`src/gcco_pkg.sv`:
```
// Package with the shared types, codes and helper function of the greedy colour-class order core.
package gcco_pkg;

    localparam int VERTEX_W   = 6;
    localparam int COLOUR_W   = 7;
    localparam int SET_W      = 64;
    localparam int S_TDATA_W  = 200;
    localparam int S_TUSER_W  = 2;
    localparam int M_TDATA_W  = 16;

    // Bit positions of the input fields inside s_tdata.
    localparam int ROW_INDEX_LSB  = 0;
    localparam int ROW_BITS_LSB   = 6;
    localparam int CANDIDATES_LSB = 70;
    localparam int ALLOWED_LSB    = 134;

    localparam logic [1:0] MODE_LOAD      = 2'd0;
    localparam logic [1:0] MODE_PLAIN     = 2'd1;
    localparam logic [1:0] MODE_CONNECTED = 2'd2;

    typedef enum logic [1:0] {
        ST_IDLE,
        ST_EMPTY,
        ST_PICK,
        ST_MASK
    } state_t;

    typedef enum logic [1:0] {
        KIND_LOAD,
        KIND_IGNORE,
        KIND_EMPTY,
        KIND_COLOUR
    } item_kind_t;

    typedef struct packed {
        logic ready;
        logic accept;
        logic emit_empty;
        logic pick;
        logic mask;
    } ctrl_cmd_t;

    typedef struct packed {
        item_kind_t kind;
        logic       out_free;
        logic       pick_last;
    } dp_status_t;

    // Index of the lowest set bit; zero when no bit is set.
    function automatic logic [VERTEX_W-1:0] lowest_index(input logic [SET_W-1:0] x);
        logic [SET_W-1:0]    onehot;
        logic [VERTEX_W-1:0] idx;
        onehot = x & (~x + {{(SET_W-1){1'b0}}, 1'b1});
        idx = '0;
        for (int i = 0; i < SET_W; i++)
        begin
            if (onehot[i])
            begin
                idx = idx | VERTEX_W'(i);
            end
        end
        return idx;
    endfunction

endpackage

```
`src/gcco_ctrl.sv`:
```
// Controller state machine of the greedy colour-class order core.
module gcco_ctrl (
    input  logic                 clk,
    input  logic                 rst_n,
    input  logic                 s_tvalid,
    input  gcco_pkg::dp_status_t status,
    output gcco_pkg::ctrl_cmd_t  cmd
);

    gcco_pkg::state_t state_reg;
    gcco_pkg::state_t state_next;

    always_ff @(posedge clk or negedge rst_n)
    begin
        if (!rst_n)
        begin
            state_reg <= gcco_pkg::ST_IDLE;
        end
        else
        begin
            state_reg <= state_next;
        end
    end

    always_comb
    begin
        state_next = state_reg;
        unique case (state_reg)
            gcco_pkg::ST_IDLE:
            begin
                if (s_tvalid)
                begin
                    if (status.kind == gcco_pkg::KIND_EMPTY)
                    begin
                        state_next = gcco_pkg::ST_EMPTY;
                    end
                    else if (status.kind == gcco_pkg::KIND_COLOUR)
                    begin
                        state_next = gcco_pkg::ST_PICK;
                    end
                end
            end
            gcco_pkg::ST_EMPTY:
            begin
                if (status.out_free)
                begin
                    state_next = gcco_pkg::ST_IDLE;
                end
            end
            gcco_pkg::ST_PICK:
            begin
                if (status.out_free)
                begin
                    state_next = status.pick_last ? gcco_pkg::ST_IDLE : gcco_pkg::ST_MASK;
                end
            end
            gcco_pkg::ST_MASK:
            begin
                state_next = gcco_pkg::ST_PICK;
            end
            default:
            begin
                state_next = gcco_pkg::ST_IDLE;
            end
        endcase
    end

    always_comb
    begin
        cmd = '0;
        unique case (state_reg)
            gcco_pkg::ST_IDLE:
            begin
                cmd.ready  = 1'b1;
                cmd.accept = s_tvalid;
            end
            gcco_pkg::ST_EMPTY:
            begin
                cmd.emit_empty = status.out_free;
            end
            gcco_pkg::ST_PICK:
            begin
                cmd.pick = status.out_free;
            end
            gcco_pkg::ST_MASK:
            begin
                cmd.mask = 1'b1;
            end
            default:
            begin
                cmd = '0;
            end
        endcase
    end

endmodule

```
`config.mk`:
```
export PLATFORM = sky130hd
export DESIGN_NAME = gcco_ctrl
export DESIGN_NICKNAME = d
export VERILOG_FILES = /design/src/gcco_pkg.sv /design/src/gcco_ctrl.sv
export SDC_FILE = /design/constraint.sdc
export NUM_CORES = 1
export LEC_CHECK = 0
export BUFFER_PORTS_ARGS = -buffer_cell sky130_fd_sc_hd__buf_2
export CAP_MARGIN = 20
export CORE_AREA = 2 2 39 41
export CTS_CLUSTER_DIAMETER = 80
export DETAILED_ROUTE_END_ITERATION = 8
export DIE_AREA = 0 0 41 43
export HOLD_SLACK_MARGIN = 0.03
export SKIP_LAST_GASP = 1
export SLEW_MARGIN = 40
export SYNTH_ARGS = -nofsm -noshare
export SYNTH_HDL_FRONTEND = slang
export SYNTH_SLANG_ARGS = --single-unit
```
`constraint.sdc`:
```
create_clock -name clk -period 1.2 [get_ports clk]
set_input_delay 0.18 -clock clk [delete_from_list [all_inputs] [get_ports clk]]
set_output_delay 0.18 -clock clk [all_outputs]
set_load 0.02 [all_outputs]
```
# After elaboration in Yosys (flattened, before gate mapping)
# Cells that the tools add are included.
[totals]
regBits = 2
out_inout_bits = 5
[op_classes]
eq_ne = 9
mux = 11
n_reduce_logical = 2
[ops]
columns = ["cell", "n"]
rows = [
  ["2-bit 2-to-1 mux", 7],
  ["2-bit equality test (second input constant)", 4],
  ["2-bit case mux with 4 select lines", 1],
  ["2-bit inequality test (second input constant)", 3],
  ["4-bit AND reduction", 1],
  ["1-bit 2-to-1 mux", 3],
  ["3-bit inequality test (second input constant)", 1],
  ["2-bit by 1-bit equality test with 1-bit output (second input constant)", 1],
  ["2-bit zero test", 1],
]

# Depth between registers and ports, before layout
# Gate-level depths: netlist (run 1).
[logic_depth]
word_depth = 5
ltp_mapped = 2

# Worst setup path before layout (run 1)
# OpenSTA, ideal clock, no wires.
[synth_path]
path_kind = "flip-flop to output port"
start = "register state_reg[1]"
end = "output cmd[3] (netlist bit)"
arrival_ps = 1027
required_time_ps = 1020
slack_ps = -7
path_stages_with_launch = 3
path_cell_list = "dfrtp_1 nor2_1 and2_1"
[synth_rtl]
columns = ["item", "line_no", "rtl"]
rows = [
  ["start, declared", "gcco_ctrl.sv:10", "gcco_pkg::state_t state_reg;"],
  ["start signal, assigned", "gcco_ctrl.sv:17", "state_reg <= gcco_pkg::ST_IDLE;"],
  ["start signal, assigned", "gcco_ctrl.sv:21", "state_reg <= state_next;"],
  ["end, declared", "gcco_ctrl.sv:7", "output gcco_pkg::ctrl_cmd_t cmd"],
]

==> key figures, run 1 <==
Synthesis
  • Post-synthesis cell area: between 100 and 150 sq um
  • Yosys warning total: 0
  • Syn Inst Count: 14
  • Synth cell types: 12
  • FF+latch count, synth: 2
  • Syn Nets: 21
  • Post-synthesis sequential area ratio: 35.7%
  • Mapped Avg Cell Area: 10.0 sq um

Pwr
  • Internal power: 0.340 mW
  • Switching Share: 33.5%
  • Leakage: around 0.14 nW
  • Worst VDD drop: 436 uV
  • Power per cell area: 1790 nW/um^2
  • Comb power frac: 46.8%
  • Power share of the sequential group: between 20% and 30%
  • Clk network pwr share: approximately 29%
  • Total power: 0.511 mW
  • NetSw: about 0.17 mW

Global route
  • Total grt overflow: 0
  • First-pass GRT wire length: 586 um
  • Total GRT Usage: 5.41%
  • Antenna violations before repair: 0
  • Largest net degree at the start of global routing: 8
  • Vias in the first global route: about 160

Floorplan
  • Std-Cell Rows: 14
  • Core area: 1380 sq um
  • # IOs: 12
  • Die area: around 1800 sq um
  • Die width: 41 um
  • Vert. Die Dim: 43 um
  • Initial Util: 10.1%

Route
  • Drt first pass iters: 2
  • DR iter-0 viols: 2
  • DRC: 0
  • Post-route ant nets: 0
  • Routed vias: 166
  • Final WL: 385 um
  • Drt wl/cell: around 8.4 um
  • Avg Vias per Cell: ~3.6

Run
  • Max-cap check violation count: 0

STA
  • Max Slew Vio Count: 0
  • Least-Margin Pin Slew: 0.166 ns
  • Fmax: 0.826 GHz
  • Fin. Hold Viols: 0
  • Clk_skew: 0.00493 ns
  • Final period util: 101%
  • Setup violation total in the final timing report: 1
  • Minimum clock period: between 1 and 1.5 ns
  • PnR worst setup slack: -0.0103 ns
  • Setup TNS: -0.0103 ns
  • Relative slew slack: 88.9%
  • Unrepaired setup endpoints after global routing: true

Placement
  • HPWL Detailed: 291 um
  • Port Buf Inserts: 11
  • Routability Congestion: 0.697

Status
  • Status: finished, violations left
  • Failing checks: setup timing

Clock tree
  • H-tree depth: 1
  • Clk_lat worst skew: 0.22 ns
  • Root Driver: clkbuf_4
  • Max Root-Sink Buffers: 2
  • Reg clk slew, reported paths: 0.03 ns
  • Total CTS buffers: 3
  • CTS tree: yes
  • CTS Sinks: 2

Final layout
  • Max reg flops: 2
  • Utilization after layout: about a fifth
  • Ant. Diodes: 0
  • Share of cells above drive strength 1: around three quarters
  • Area growth syn-to-layout: 104%
  • Nets: 39

Worst setup path
  • FF-to-FF Start: state_reg[1]$_DFFE_PN0P_
  • WS Path Type: reg -> out
  • Setup crit start kind: register
  • CP endpoint kind: output port
  • Worst R2R Setup Slack: 0.07 ns
  • Worst Path Max Fanout: 7
  • CP startpoint: state_reg[0]$_DFFE_PN0P_
  • CP required: 1.02 ns
  • Arrival @ worst endpoint: 1.03 ns

Min path
  • Hold WC Path Type: in -> reg
  • Min-delay src: status[2]
routing by layer:
metal | global-route usage [%] | up-vias | part of all wire (%)
met5 | 0 | - | 0
met4 | 6.00 | 0 | 0
met3 | 3.14 | 0 | 6.8
met2 | 6.56 | 7 | 49
met1 | 5.75 | 75 | 44
li1 | - | 84 | -
cell usage in the layout (no fill, tap or decap):
cell	synthesis	final
and2_4	0	1
and3b_2	1	2
nand3b_1	1	1
and4bb_2	1	1
clkbuf_4	0	3
nor3b_1	1	1
dlygate4sd3_1	0	1
a22o_1	1	1
buf_4	0	2
inv_1	2	2
nor2_2	0	1
dfrtp_2	0	2
a221o_1	1	1
buf_2	0	7
and2_2	1	1
buf_6	0	3
power groups by stage:
stage | Clock (mW) | Combinational (mW) | Sequential [mW]
2_1_floorplan | 0 | 0.129 | 0.113
3_3_place_gp | 0 | 0.183 | 0.122
3_5_place_dp | 0 | 0.182 | 0.124
4_1_cts | 0.155 | 0.223 | 0.125
5_1_grt | 0.157 | 0.259 | 0.131
6_report | 0.146 | 0.239 | 0.126
cells in the mapped netlist:
cell type  number  area share [%]
nor2_1          1             2.7
nand3b_1        1             5.4
and2_1          1             4.5
a221o_1         1             7.1
a22o_1          1             6.3
dfrtp_1         2              36
and3b_1         1             6.3
inv_1           2             5.4
nor3b_1         1             5.4
and2_2          1             5.4
and4bb_2        1             8.9
and3b_2         1             7.1
critical path: stages (launching register included):
cell and delay (ns):
dfrtp_2 0.42, and3b_2 0.26, buf_6 0.12
metrics by stage:
step | instances | worst slack [ns] | hold slack (ns) | cell area (sq um)
6_report | 46 | -0.0103 | 0.201 | 285
3_5_place_dp | 41 | 0.0830 | -0.0337 | 218
3_3_place_gp | 41 | 0.0918 | -0.0320 | 218
2_1_floorplan | 14 | 0.0491 | -0.116 | 143
4_1_cts | 45 | -0.0344 | 0.196 | 274
5_1_grt | 46 | -0.0537 | 0.212 | 285
path summary, 6_finish.rpt:
check	endpoint	cells past startpoint
max	cmd[1]	2
min	state_reg[1]$_DFFE_PN0P_	2
max reg2reg	state_reg[0]$_DFFE_PN0P_	2
min reg2reg	state_reg[1]$_DFFE_PN0P_	2
max in group asynchronous	state_reg[1]$_DFFE_PN0P_	2
min in group asynchronous	state_reg[0]$_DFFE_PN0P_	2
area by class of cell:
type                            instances  area (sq um)
Fill cell                             157          1100
Timing Repair Buffer                   13          93.8
Clock buffer                            3          22.5
Inverter                                2          7.51
Sequential cell                         2          52.6
Tap cell                               16          20.0
Multi-Input combinational cell         10          88.8
repair_timing:
item / CTS / global route
endpoints found under the setup margin: 3 / 4
pin swaps: 1 / 1
resized for setup: 9 / 2
buffers inserted: 0 / 1
hold buffers: 1 / 0
hold endpoints to repair: 2 / 0
cells by family after synthesis:
group,share of synthesized area [%]
AOI/OAI and AO/OA,13.4
DFF,35.7
buffers and inverters,5.36
and+or+nand+nor,45.5
No activity file was read; power rests on OpenSTA's default activity.
==> run 2, diff against run 1 <==
- ABC_AREA: default -> 1
- SKIP_CTS_REPAIR_TIMING: default -> 1
==> key figures, run 2 <==
Status
  • Status: finished, violations left
  • Failing checks: setup timing

Floorplan
  • Std-Cell Rows: 14 (unchanged)
  • Die width: 41 um (unchanged)
  • Die area: 1760 sq um (unchanged)
  • Core area: 1380 sq um (unchanged)
  • Initial Util: 13.9% (+3.8 points)
  • # IOs: 12 (unchanged)
  • Vert. Die Dim: 43 um (unchanged)

Route
  • Drt first pass iters: 4 (+2)
  • DRC: 0 (unchanged)
  • DR iter-0 viols: 10 (+8)
  • Routed vias: 240 (+45%)
  • Final WL: 457 um (+19%)
  • Post-route ant nets: 0 (unchanged)
  • Avg Vias per Cell: 3.69 (+2.3%)
  • Drt wl/cell: 7.03 um (-16%)

Pwr
  • Clk network pwr share: 18.5% (-10 points)
  • Comb power frac: 58.7% (+12 points)
  • NetSw: 0.384 mW (+120%)
  • Switching Share: 47.7% (+14 points)
  • Power per cell area: 2400 nW/um^2 (+34%)
  • Worst VDD drop: 777 uV (+78%)
  • Power share of the sequential group: 22.8% (-1.8 points)
  • Leakage: 0.192 nW (+33%)
  • Internal power: 0.421 mW (+24%)

STA
  • Final period util: 101% (+0.55 points)
  • Setup violation total in the final timing report: 3 (+2)
  • Relative slew slack: 89.3% (+0.43 points)
  • Fmax: 0.822 GHz (-0.55%)
  • PnR worst setup slack: -0.0169 ns (-0.00663 ns)
  • Clk_skew: 0.000814 ns (-0.00412 ns)
  • Max Slew Vio Count: 0 (unchanged)
  • Fin. Hold Viols: 0 (unchanged)
  • Least-Margin Pin Slew: 0.159 ns (-0.00721 ns)
  • Minimum clock period: 1.22 ns (+0.00663 ns)
  • Unrepaired setup endpoints after global routing: true
  • Setup TNS: -0.0445 ns (-0.0342 ns)

Worst setup path
  • CP endpoint kind: output port
  • Crit-path leading delay family: flip-flops
  • Slowest cell delay on critical path: 0.44 ns (+0.02 ns)
  • Worst path slowest cell: dfrtp_2
  • Arrival @ worst endpoint: 1.04 ns (about the same)
  • WP depth: 2 (unchanged)
  • Setup crit start kind: register
  • Cell Chain, Critical Path: nor2_2 -> buf_2
  • WS Path Type: reg -> out
  • WP buf/inv: 1 (unchanged)
  • Worst Path Max Fanout: 7 (unchanged)
  • CP required: 1.02 ns (about the same)
  • Reg2Reg Depth: 4 (+2)

Global route
  • Vias in the first global route: 173 (+6.8%)
  • Antenna violations before repair: 0 (unchanged)
  • First-pass GRT wire length: 600 um (+2.4%)
  • Total grt overflow: 0 (unchanged)
  • Largest net degree at the start of global routing: 8 (unchanged)
  • Total GRT Usage: 5.32% (-0.090 points)

Synthesis
  • Post-synthesis cell area: 193 sq um (+38%)
  • Commonest register cell after synthesis: dfrtp_1
  • Post-synthesis sequential area ratio: 26.0% (-9.7 points)
  • Most instantiated cells after synthesis: nand2_1, nand3_1, inv_1
  • Top post-synthesis cells by area: dfrtp_1, nand3_1, nand2_1, inv_12, inv_1
  • Mapped Avg Cell Area: 6.02 sq um (-40%)
  • Yosys top cell by area: dfrtp_1
  • Synth async-reset ratio: 100% (unchanged)
  • Synth top area share: 26.0% (-9.7 points)
  • Syn Inst Count: 32 (+18)
  • Synth cell types: 13 (+1)
  • FF+latch count, synth: 2 (unchanged)
  • Post-synth EDFFs: 0 (unchanged)
  • Yosys warning total: 0 (unchanged)
  • Syn Nets: 39 (+86%)
  • Most common cell in the netlist: nand2_1

Final layout
  • Utilization after layout: 24.2% (+3.6 points)
  • Most frequent cells in the layout: buf_2, nand2_1, nand3_1
  • Ant. Diodes: 0 (unchanged)
  • Area growth syn-to-layout: 74.0%
  • Share of cells above drive strength 1: 51.0% (-26 points)
  • Nets: 58 (+49%)
  • Final instance area: 335 sq um (+18%)
  • Commonest non-fill, non-tap cell in the layout: buf_2
  • Max reg flops: 2 (unchanged)

Clock tree
  • CTS tree: yes
  • CTS Sinks: 2 (unchanged)
  • H-tree depth: 1 (unchanged)
  • Max Root-Sink Buffers: 2 (unchanged)
  • Root Driver: clkbuf_4
  • Total CTS buffers: 3 (unchanged)
  • Reg clk slew, reported paths: 0.03 ns (about the same)
  • Clk_lat worst skew: 0.22 ns (about the same)

Min path
  • Hold WC Path Type: in -> async

Placement
  • Port Buf Inserts: 11 (unchanged)
  • HPWL Detailed: 361 um (+24%)
  • Routability Congestion: 0.760 (+9.1%)
  • Post-Place Cell Area: 268 sq um (+23%)

Run
  • Max-cap check violation count: 0 (unchanged)
## run 2: power by group through the flow
stage / registers [mW] / logic, mW / clock network, mW
3_3_place_gp: 0.160 / 0.403 / 0
5_1_grt: 0.195 / 0.512 / 0.171
6_report: 0.183 / 0.472 / 0.149
2_1_floorplan: 0.154 / 0.296 / 0
4_1_cts: 0.165 / 0.402 / 0.163
3_5_place_dp: 0.167 / 0.401 / 0
## run 2: worst paths after layout
check	start	slack, ns	to
hold reg to reg	state_reg[1]$_DFFE_PN0P_	0.63	state_reg[1]$_DFFE_PN0P_
max in group asynchronous	rst_n	0.83	state_reg[0]$_DFFE_PN0P_
min in group clk	status[2]	0.32	state_reg[0]$_DFFE_PN0P_
hold / removal	rst_n	0.27	state_reg[1]$_DFFE_PN0P_
setup reg to reg	state_reg[1]$_DFFE_PN0P_	0.20	state_reg[0]$_DFFE_PN0P_
setup / recovery	state_reg[1]$_DFFE_PN0P_	-0.02	cmd[4]
## run 2: metal layers
metal / global-route usage (%) / share of wire [%]
met5: 0 / 0
met4: 6.00 / 0
met3: 1.57 / 6.1
met2: 6.56 / 49
met1: 6.43 / 45
## run 2: final cells by class
cell class,count,area (sq um)
Tap cell,16,20.0
Sequential cell,2,52.6
Multi-Input combinational cell,22,110
Timing Repair Buffer,14,85.1
Fill cell,157,1050
Inverter,8,45.0
Clock buffer,3,22.5
## run 2: cells by family (layout without fill, tap and decap cells)
group / count (synthesis) / in the layout / share of synthesized area [%]
AND/OR/NAND/NOR: 20 / 20 / 46.8
buffers and inverters: 8 / 25 / 22.1
AO/OA/AOI/OAI: 2 / 2 / 5.19
flip-flops: 2 / 2 / 26.0
## run 2: per-stage QoR
stage	worst slack (ns)	power, mW	hold slack, ns	cells
global placement	0.150	0.563	-0.0320	59
global route	-0.0769	0.878	0.266	65
floorplan	0.0362	0.450	-0.116	32
detailed placement	0.152	0.568	-0.0326	59
CTS	-0.0947	0.730	-0.278	62
finish	-0.0169	0.804	0.266	65
==> run 3, diff against run 2 <==
- ABC_AREA: 1 -> default
==> key figures, run 3 (synthesized netlist as in run 1, its figures left out) <==
Worst setup path
  • Arrival @ worst endpoint: 1.03 ns (about the same)
  • Slowest cell delay on critical path: 0.42 ns (-0.02 ns)
  • CP endpoint kind: output port
  • Setup crit start kind: register
  • Crit-path leading delay family: flip-flops
  • Worst R2R End: state_reg[0]$_DFFE_PN0P_
  • FF-to-FF Start: state_reg[1]$_DFFE_PN0P_
  • WP buf/inv: 1 (unchanged)
  • Cell Chain, Critical Path: and3b_2 -> buf_6
  • Worst path slowest cell: dfrtp_2
  • WS Path Type: reg -> out
  • Worst R2R Setup Slack: 0.01 ns (-0.19 ns)
  • Worst Path Max Fanout: 7 (unchanged)
  • CP required: 1.02 ns (about the same)
  • Reg2Reg Depth: 3 (-1)

STA
  • Max Slew Vio Count: 0 (unchanged)
  • Hold Slack: 0.201 ns (-0.0655 ns)
  • Least-Margin Pin Slew: 0.166 ns (+0.00721 ns)
  • Clk_skew: 0.00696 ns (+0.00614 ns)
  • Setup violation total in the final timing report: 1 (-2)
  • Relative slew slack: 88.9% (-0.43 points)
  • PnR worst setup slack: -0.00506 ns (+0.0119 ns)
  • Fmax: 0.830 GHz (+0.98%)
  • Unrepaired setup endpoints after global routing: true
  • Fin. Hold Viols: 0 (unchanged)
  • Minimum clock period: 1.21 ns (-0.0119 ns)
  • Final period util: 100% (-0.99 points)

Min path
  • WHS Path Cells: 2
  • Min-delay src: status[2]
  • Hold WC Path Type: in -> reg
  • Hold path endpoint: state_reg[1]$_DFFE_PN0P_

Final layout
  • Area growth syn-to-layout: 109%
  • Commonest non-fill, non-tap cell in the layout: buf_2
  • Most frequent cells in the layout: buf_2, clkbuf_4, buf_6, buf_4
  • Share of cells above drive strength 1: 77.4% (+26 points)
  • Max reg flops: 2 (unchanged)
  • Ant. Diodes: 0 (unchanged)
  • Post-Layout Cell Count: 47 (-28%)
  • Utilization after layout: 21.2% (-3.1 points)
  • Nets: 40 (-31%)

Floorplan
  • Die area: 1760 sq um (unchanged)
  • Std-Cell Rows: 14 (unchanged)
  • Core area: 1380 sq um (unchanged)
  • Initial Util: 10.1% (-3.8 points)
  • # IOs: 12 (unchanged)
  • Die width: 41 um (unchanged)
  • Vert. Die Dim: 43 um (unchanged)

Clock tree
  • CTS Sinks: 2 (unchanged)
  • H-tree depth: 1 (unchanged)
  • Max Root-Sink Buffers: 2 (unchanged)
  • Clk_lat worst skew: 0.23 ns (about the same)
  • Root Driver: clkbuf_4
  • Reg clk slew, reported paths: 0.03 ns (about the same)
  • CTS tree: yes
  • Total CTS buffers: 3 (unchanged)

Route
  • Post-route ant nets: 0 (unchanged)
  • DRC: 0 (unchanged)
  • Drt wl/cell: 8.30 um (+18%)
  • Routed vias: 169 (-30%)
  • DR iter-0 viols: 1 (-9)
  • Avg Vias per Cell: 3.60 (-2.6%)
  • Final WL: 390 um (-15%)
  • Drt first pass iters: 2 (-2)

Pwr
  • Worst VDD drop: 436 uV (-44%)
  • Comb power frac: 47.5% (-11 points)
  • Switching Share: 33.4% (-14 points)
  • NetSw: 0.174 mW (-55%)
  • Power share of the sequential group: 24.0% (+1.2 points)
  • Total power: 0.521 mW (-35%)
  • Internal power: 0.347 mW (-18%)
  • Clk network pwr share: 28.5% (+10 points)
  • Leakage: 0.150 nW (-22%)
  • Power per cell area: 1780 nW/um^2 (-26%)

Global route
  • Total GRT Usage: 5.31% (-0.011 points)
  • Total grt overflow: 0 (unchanged)
  • Vias in the first global route: 155 (-10%)
  • First-pass GRT wire length: 572 um (-4.7%)
  • Antenna violations before repair: 0 (unchanged)
  • Largest net degree at the start of global routing: 8 (unchanged)

Placement
  • Routability Congestion: 0.697 (-8.3%)
  • Placed cells: 41 (-31%)
  • Port Buf Inserts: 11 (unchanged)
  • HPWL Detailed: 291 um (-19%)
  • Pre-CTS WS: 0.0830 ns (-0.0688 ns)

Status
  • Status: finished, violations left
  • Failing checks: setup timing

Run
  • Max-cap check violation count: 0 (unchanged)
run 3: cell types whose count changed in the layout (fill, tap and decap cells not counted), sizes merged, moves of 2 or more:
cell / previous run / this run
nor3: 2 / 0
and3b: 0 / 2
o21ai: 2 / 0
nand3: 6 / 0
and2: 0 / 2
nand2: 9 / 0
inv: 7 / 2
nor2: 3 / 1
run 3: through the flow:
| step | area, sq um | setup TNS (ns) |
|---|---|---|
| after CTS | 240 | -0.169 |
| after floorplan | 143 | 0 |
| after global placement | 218 | 0 |
| after detailed placement | 218 | 0 |
| after global routing | 293 | -0.143 |
| final | 293 | -0.00506 |
run 3: worst reg2reg max path, stage by stage (launching register included):
cell	delay (ns)
dfrtp_2	0.43
and3b_2	0.22
buf_4	0.13
a221o_1	0.30
run 3: cell type report:
cell class                 instances  area, sq um
fill                             157         1090
timing repair buffer              14          101
multi-input combinational         10         88.8
sequential                         2         52.6
clock buffer                       3         22.5
tap                               16         20.0
inverter                           2         7.51
run 3: worst max path at each step:
stage | from | end | cells after the start
after CTS | state_reg[0]$_DFFE_PN0P_ | cmd[1] | 2
final | state_reg[0]$_DFFE_PN0P_ | cmd[1] | 2
after detailed placement | state_reg[1]$_DFFE_PN0P_ | state_reg[0]$_DFFE_PN0P_ | 2
after global placement | state_reg[1]$_DFFE_PN0P_ | state_reg[0]$_DFFE_PN0P_ | 2
after global routing | state_reg[0]$_DFFE_PN0P_ | cmd[1] | 2
after floorplan | state_reg[1]$_DFFE_PN0P_ | state_reg[0]$_DFFE_PN0P_ | 2
run 3: power groups by stage:
stage	Clock [mW]	Sequential [mW]	Combinational, mW
2_1_floorplan	0	0.113	0.129
3_3_place_gp	0	0.122	0.183
3_5_place_dp	0	0.124	0.182
4_1_cts	0.155	0.123	0.183
5_1_grt	0.157	0.131	0.268
6_report	0.148	0.125	0.247
run 3: per-layer routing:
layer,wire length [um],global-route usage (%)
met1,172,6.07
met2,191,5.94
met3,26,3.14
met4,0,6.00
met5,0,0
